<file path="config.mk">
export PLATFORM = sky130hd
export DESIGN_NAME = mts_div_chain
export DESIGN_NICKNAME = d
export VERILOG_FILES = /design/src/design/mts_pkg.sv /design/src/design/mts_div_cell.sv /design/src/design/mts_div_chain.sv
export SDC_FILE = /design/constraint.sdc
export NUM_CORES = 2
export LEC_CHECK = 0
export ABC_AREA = 1
export BUFFER_PORTS_ARGS = -buffer_cell sky130_fd_sc_hd__buf_2
export CORE_MARGIN = 2
export CORE_UTILIZATION = 60
export CTS_CLUSTER_DIAMETER = 120
export DETAILED_ROUTE_END_ITERATION = 10
export PLACE_DENSITY = 0.79
export SYNTH_ARGS = -nofsm -noshare
export SYNTH_HDL_FRONTEND = slang
export SYNTH_SLANG_ARGS = --single-unit
</file>
<file path="constraint.sdc">
create_clock -name clk -period 3.14 [get_ports clk]
set_input_delay 0.314 -clock clk [delete_from_list [all_inputs] [get_ports clk]]
set_output_delay 0.314 -clock clk [all_outputs]
set_load 0.01 [all_outputs]
</file>
<file path="src/design/mts_pkg.sv">
// Shared types and constants for the midtones transfer stretch pipeline.
// No dependencies.
package mts_pkg;

  localparam int PIXEL_BITS_DEF = 16;
  localparam int CFG_IDX_BITS   = 2;

  typedef enum logic [CFG_IDX_BITS-1:0] {
    CFG_SHADOW    = 2'd0,
    CFG_HIGHLIGHT = 2'd1,
    CFG_MIDTONES  = 2'd2
  } cfg_idx_t;

  // Control that travels with each beat down the pipeline.
  typedef struct packed {
    logic valid;
    logic byp;
  } ctrl_t;

endpackage

</file>
<file path="src/design/mts_div_cell.sv">
// One restoring divide step: one quotient bit per cell, registered.
// Depends on mts_pkg.
module mts_div_cell import mts_pkg::*; #(
  parameter int QW = PIXEL_BITS_DEF,
  parameter int W  = PIXEL_BITS_DEF
) (
  input  logic          clk,
  input  logic          rst_n,
  input  ctrl_t         ctrl_i,
  input  logic [QW-1:0] bval_i,
  input  logic [QW-1:0] q_i,
  input  logic [W-1:0]  r_i,
  input  logic [W-1:0]  a_i,
  input  logic [W-1:0]  d_i,
  output ctrl_t         ctrl_o,
  output logic [QW-1:0] bval_o,
  output logic [QW-1:0] q_o,
  output logic [W-1:0]  r_o,
  output logic [W-1:0]  a_o,
  output logic [W-1:0]  d_o
);

  logic [W-1:0]  room;
  logic          take;
  ctrl_t         ctrl_r;
  logic [QW-1:0] bval_r, q_r, q_nxt;
  logic [W-1:0]  r_r, a_r, d_r, r_nxt;

  // r < d always holds, so the doubled remainder fits in W bits.
  always_comb begin
    room  = d_i - r_i;
    take  = (r_i >= room);
    r_nxt = take ? (r_i - room) : {r_i[W-2:0], 1'b0};
    q_nxt = {q_i[QW-2:0], take};
  end

  always_ff @(posedge clk) begin
    if (!rst_n) begin
      ctrl_r <= '0;
    end else begin
      ctrl_r <= ctrl_i;
    end
  end

  always_ff @(posedge clk) begin
    bval_r <= bval_i;
    q_r    <= q_nxt;
    r_r    <= r_nxt;
    a_r    <= a_i;
    d_r    <= d_i;
  end

  assign ctrl_o = ctrl_r;
  assign bval_o = bval_r;
  assign q_o    = q_r;
  assign r_o    = r_r;
  assign a_o    = a_r;
  assign d_o    = d_r;

endmodule

</file>
<file path="src/design/mts_div_chain.sv">
// Row of QW divide cells giving floor(a * 2^QW / d) and its remainder.
// Depends on mts_pkg and mts_div_cell.
module mts_div_chain import mts_pkg::*; #(
  parameter int QW = PIXEL_BITS_DEF,
  parameter int W  = PIXEL_BITS_DEF
) (
  input  logic          clk,
  input  logic          rst_n,
  input  ctrl_t         ctrl_i,
  input  logic [QW-1:0] bval_i,
  input  logic [W-1:0]  a_i,
  input  logic [W-1:0]  d_i,
  output ctrl_t         ctrl_o,
  output logic [QW-1:0] bval_o,
  output logic [QW-1:0] q_o,
  output logic [W-1:0]  r_o,
  output logic [W-1:0]  a_o
);

  ctrl_t         ctrl_s [0:QW];
  logic [QW-1:0] bval_s [0:QW];
  logic [QW-1:0] q_s    [0:QW];
  logic [W-1:0]  r_s    [0:QW];
  logic [W-1:0]  a_s    [0:QW];
  logic [W-1:0]  d_s    [0:QW];

  assign ctrl_s[0] = ctrl_i;
  assign bval_s[0] = bval_i;
  assign q_s[0]    = '0;
  assign r_s[0]    = a_i;
  assign a_s[0]    = a_i;
  assign d_s[0]    = d_i;

  for (genvar k = 0; k < QW; k++) begin : g_cell
    mts_div_cell #(.QW(QW), .W(W)) u_cell (
      .clk    (clk),
      .rst_n  (rst_n),
      .ctrl_i (ctrl_s[k]),
      .bval_i (bval_s[k]),
      .q_i    (q_s[k]),
      .r_i    (r_s[k]),
      .a_i    (a_s[k]),
      .d_i    (d_s[k]),
      .ctrl_o (ctrl_s[k+1]),
      .bval_o (bval_s[k+1]),
      .q_o    (q_s[k+1]),
      .r_o    (r_s[k+1]),
      .a_o    (a_s[k+1]),
      .d_o    (d_s[k+1])
    );
  end

  assign ctrl_o = ctrl_s[QW];
  assign bval_o = bval_s[QW];
  assign q_o    = q_s[QW];
  assign r_o    = r_s[QW];
  assign a_o    = a_s[QW];

endmodule

</file>
==> results.py <==
metrics = {
    "route": {
        "routed_wirelength_microns": 155100,
        "remaining_drc_errors": 0,
        "drt-vias-per-instance": 5.174,
        "num_vias": 50030,
        "drtAntennaViolNets": 0,
        "drtPass1Iterations": 6,
        "wl_per_cell_microns": 16.04,
        "initialDrtViolationCount": 3980,
    },
    "final_layout": {
        "drive_gt1_share_pct": 19.28,
        "multi_input_area_sq_um": 30880,
        "fillers": 7004,
        "stdcell_area_sq_um": 69980,
        "antenna_cells": 0,
        "seq_area_sq_um": 23700,
        "layout.cells.non_filler": 9668,
        "area_delta_synth_final_pct": 23.69,
        "nets": 8897,
    },
    "sta": {
        "slew_viol_final": 0,
        "fin_crit_sh_pct": 98.81,
        "final-hold-violation-count": 0,
        "max_freq_mhz": 322.3,
        "rsz0062_at_grt": "true",
        "relSlewSlack_pct": 55.08,
        "finalSetupViolations": 0,
        "fin_crit_ps": 3103,
        "clock_skew_ps": 80.45,
        "tightestPinTransition_ps": 673.9,
    },
    "worst_setup_path": {
        "timing.rr.end": "g_cell[4].u_cell.r_o[10]",
        "slowest_delay_ps": 360,
        "crit_path_start_kind": "flop",
        "critical_path_arrival_ps": 3670,
        "cp-end-kind": "flop",
        "path_cells": "inv_2 > ha_4 > nand3_2 > nand2_2 > a21oi_1 > buf_4 > or2_2 > nand3b_1 > nand2_2 > ha_4 > nand2_2 > inv_2 > nand3_4 > nor3_4 > nand2_1 > nand2_2 > clkinvlp_4 > nand2_2 > nand2_1",
        "crit_path_frequent_cell": "nand2_2",
        "critPathSlowestCell": "dfxtp_2",
        "r2r_cells": 19,
        "crit_required_ps": 3710,
        "r2r_setup_slack_ps": 40,
        "crit_family": "simple AND/OR/NAND/NOR gates",
        "cp_max_fo": 8,
        "reg2reg_from": "g_cell[3].u_cell.r_o[2]",
        "path_buf_inv": 4,
        "critPathKind": "flop to flop",
    },
    "yosys": {
        "synth.most_common_cell": "nand2_1",
        "yosysTopAreaCell": "dfxtp_1",
        "synth_area_leaders": "dfxtp_1, nand2_1, ha_1",
        "synth_top_family_by_area": "simple AND/OR/NAND/NOR gates",
        "synth_warnings": 0,
        "syn_inst": 7597,
        "avgSynthCellArea_sq_um": 7.448,
        "async_flop_share_pct": 0,
        "ys.flop_type": "dfxtp_1",
        "synth_xor_area_share_pct": 4.210,
        "synth_cell_types": 34,
        "synth-seq-cells": 1176,
        "synth.area.mux_share_pct": 0,
        "synth_nets": 8177,
        "synth_common_cells": "nand2_1, inv_1, dfxtp_1",
        "ys_seq_area_share_pct": 41.61,
        "synth_fa_ha_area_share_pct": 12.10,
        "mappedNetlistArea_sq_um": 56580,
        "synth_edf_count": 0,
        "synth-compound-area-share_pct": 6.079,
        "yosys.area_share.simple_pct": 26.48,
        "synth_top_area_share_pct": 41.61,
    },
    "die": {
        "die_width_microns": 311.1,
        "fp.coreArea_sq_um": 93330,
        "num_io_pins": 118,
        "die_h_microns": 311.1,
        "dieArea_sq_um": 96770,
        "num_rows": 112,
        "initial_core_util_pct": 60.62,
    },
    "clocking": {
        "cts_buffer_depth": 3,
        "cts_root_buf": "clkbuf_16",
        "worstSkewPairLatency_ps": 750,
        "cts_buffers": 111,
        "cts.sinks": 1176,
        "htreeDepth": 3,
        "path_clk_slew_ps": 60,
        "cts_tree": "yes",
    },
    "placed_design": {
        "dp_cells": 9308,
        "place_area_sq_um": 61360,
        "portBuffers": 117,
        "gp_congestion": 0.9713,
        "place_hpwl_microns": 115800,
    },
    "global_routing": {
        "gr-total-overflow": 0,
        "grt_pass1_wl_microns": 234400,
        "grt_max_degree": 33,
        "met3_usage_pct": 3.859,
        "grt_use_met1_pct": 40.74,
        "track_usage_pct": 29.73,
        "grt_antenna_before_repair": 7,
        "grt_pass1_vias": 46190,
        "grt_use_met2_pct": 48.73,
        "grt_busiest_layer": "met2",
    },
    "worst_hold_path": {
        "hp-class": "primary input to flop",
        "hold-path-endpoint": "g_cell[15].u_cell.ctrl_o[0]",
        "worstHoldPathCells": 3,
        "min_from": "rst_n",
    },
    "run": {
        "drv_cap": 0,
    },
    "outcome": {
        "status": "finished, final reports clean",
    },
}
## state kept, by name (all words and copies together) (netlist names)
signal and count:
g_cell.u_cell.a_o 256, g_cell.u_cell.bval_o 256, g_cell.u_cell.r_o 256, g_cell.u_cell.d_o 240
g_cell.u_cell.q_o 136, g_cell.u_cell.ctrl_o 32
## metal layers
layer  vias to the layer above  routed length [microns]
met4                         2                     5133
met3                       362                    10240
li1                      25110                        -
met5                         -                       13
met1                     22830                    68270
met2                      1718                    71460
## kinds of logic (layout without fill, tap and decap cells)
kind of cell / after synthesis / after routing
adder cells (fa/ha/maj): 528 / 528
AO/OA/AOI/OAI: 669 / 669
buffers and inverters: 1370 / 2183
AND/OR/NAND/NOR: 3582 / 3586
flip-flops: 1176 / 1176
XOR/XNOR: 272 / 272
## final cells by class
class	instances	area share (%)
multi-input combinational	5055	44.12
sequential	1176	33.86
timing repair buffer	672	7.187
inverter	1301	7.033
clock buffer	138	4.300
tap	1254	2.242
clock inverter	72	1.257
## timing repair
item | in CTS | in global routing
gates cloned | 1 | 5
endpoints found under the hold margin | 55 | 0
gates resized for setup | 91 | 813
setup endpoints to repair | 145 | 272
hold buffers | 50 | 0
buffers inserted | 7 | 89
pin swaps | 14 | 228
## worst max path at each step
stage | depth (start not counted) | slack, ps | end | startpoint
after detailed placement | 20 | -160 | g_cell[10].u_cell.r_o[2] | g_cell[9].u_cell.d_o[0]
final | 19 | 40 | g_cell[4].u_cell.r_o[10] | g_cell[3].u_cell.r_o[2]
after global placement | 20 | -130 | g_cell[5].u_cell.r_o[2] | g_cell[4].u_cell.d_o[0]
after CTS | 20 | -6 | g_cell[15].u_cell.r_o[3] | g_cell[14].u_cell.d_o[0]
after floorplan | 20 | 300 | g_cell[15].u_cell.r_o[2] | g_cell[14].u_cell.d_o[0]
after global routing | 17 | -100 | g_cell[11].u_cell.r_o[14] | g_cell[10].u_cell.r_o[3]
## worst reg2reg max path: cells and delay by family (launching register included)
| family | cells | cell delay, ps |
|---|---|---|
| fa+ha+maj | 2 | 610 |
| buf+inv | 4 | 520 |
| compound gates | 1 | 70 |
| flops | 1 | 360 |
| simple gates | 12 | 1380 |
## through the flow
stage / utilization [%] / hold slack (ps) / setup WS [ps] / TNS, ps
after floorplan: - / 309.6 / 301.1 / 0
after global placement: 65.75 / 309.5 / -133.3 / -1378
after detailed placement: 65.75 / 312.1 / -156.0 / -2845
after CTS: 70.83 / 69.38 / -6.436 / -8.387
after global routing: 74.99 / 121.2 / -98.10 / -4380
final: 74.99 / 103.5 / 37.46 / 0
## layout by cell type, fill, tap and decap left out, types with 81 or more instances in the layout
cell type,n
nand3_1,427
nand3b_1,81
dfxtp_1,1071
buf_2,117
ha_4,121
ha_1,343
buf_4,484
o21ai_0,183
inv_1,1245
nor2_1,370
nand2_2,161
a21oi_2,90
a21oi_1,290
nand2_1,2221
clkbuf_16,112
xor2_1,192
dfxtp_2,96
Power is left out: the tool's default activity adds up to more than one toggle a clock period on the data nets, which glitch-free logic cannot reach.
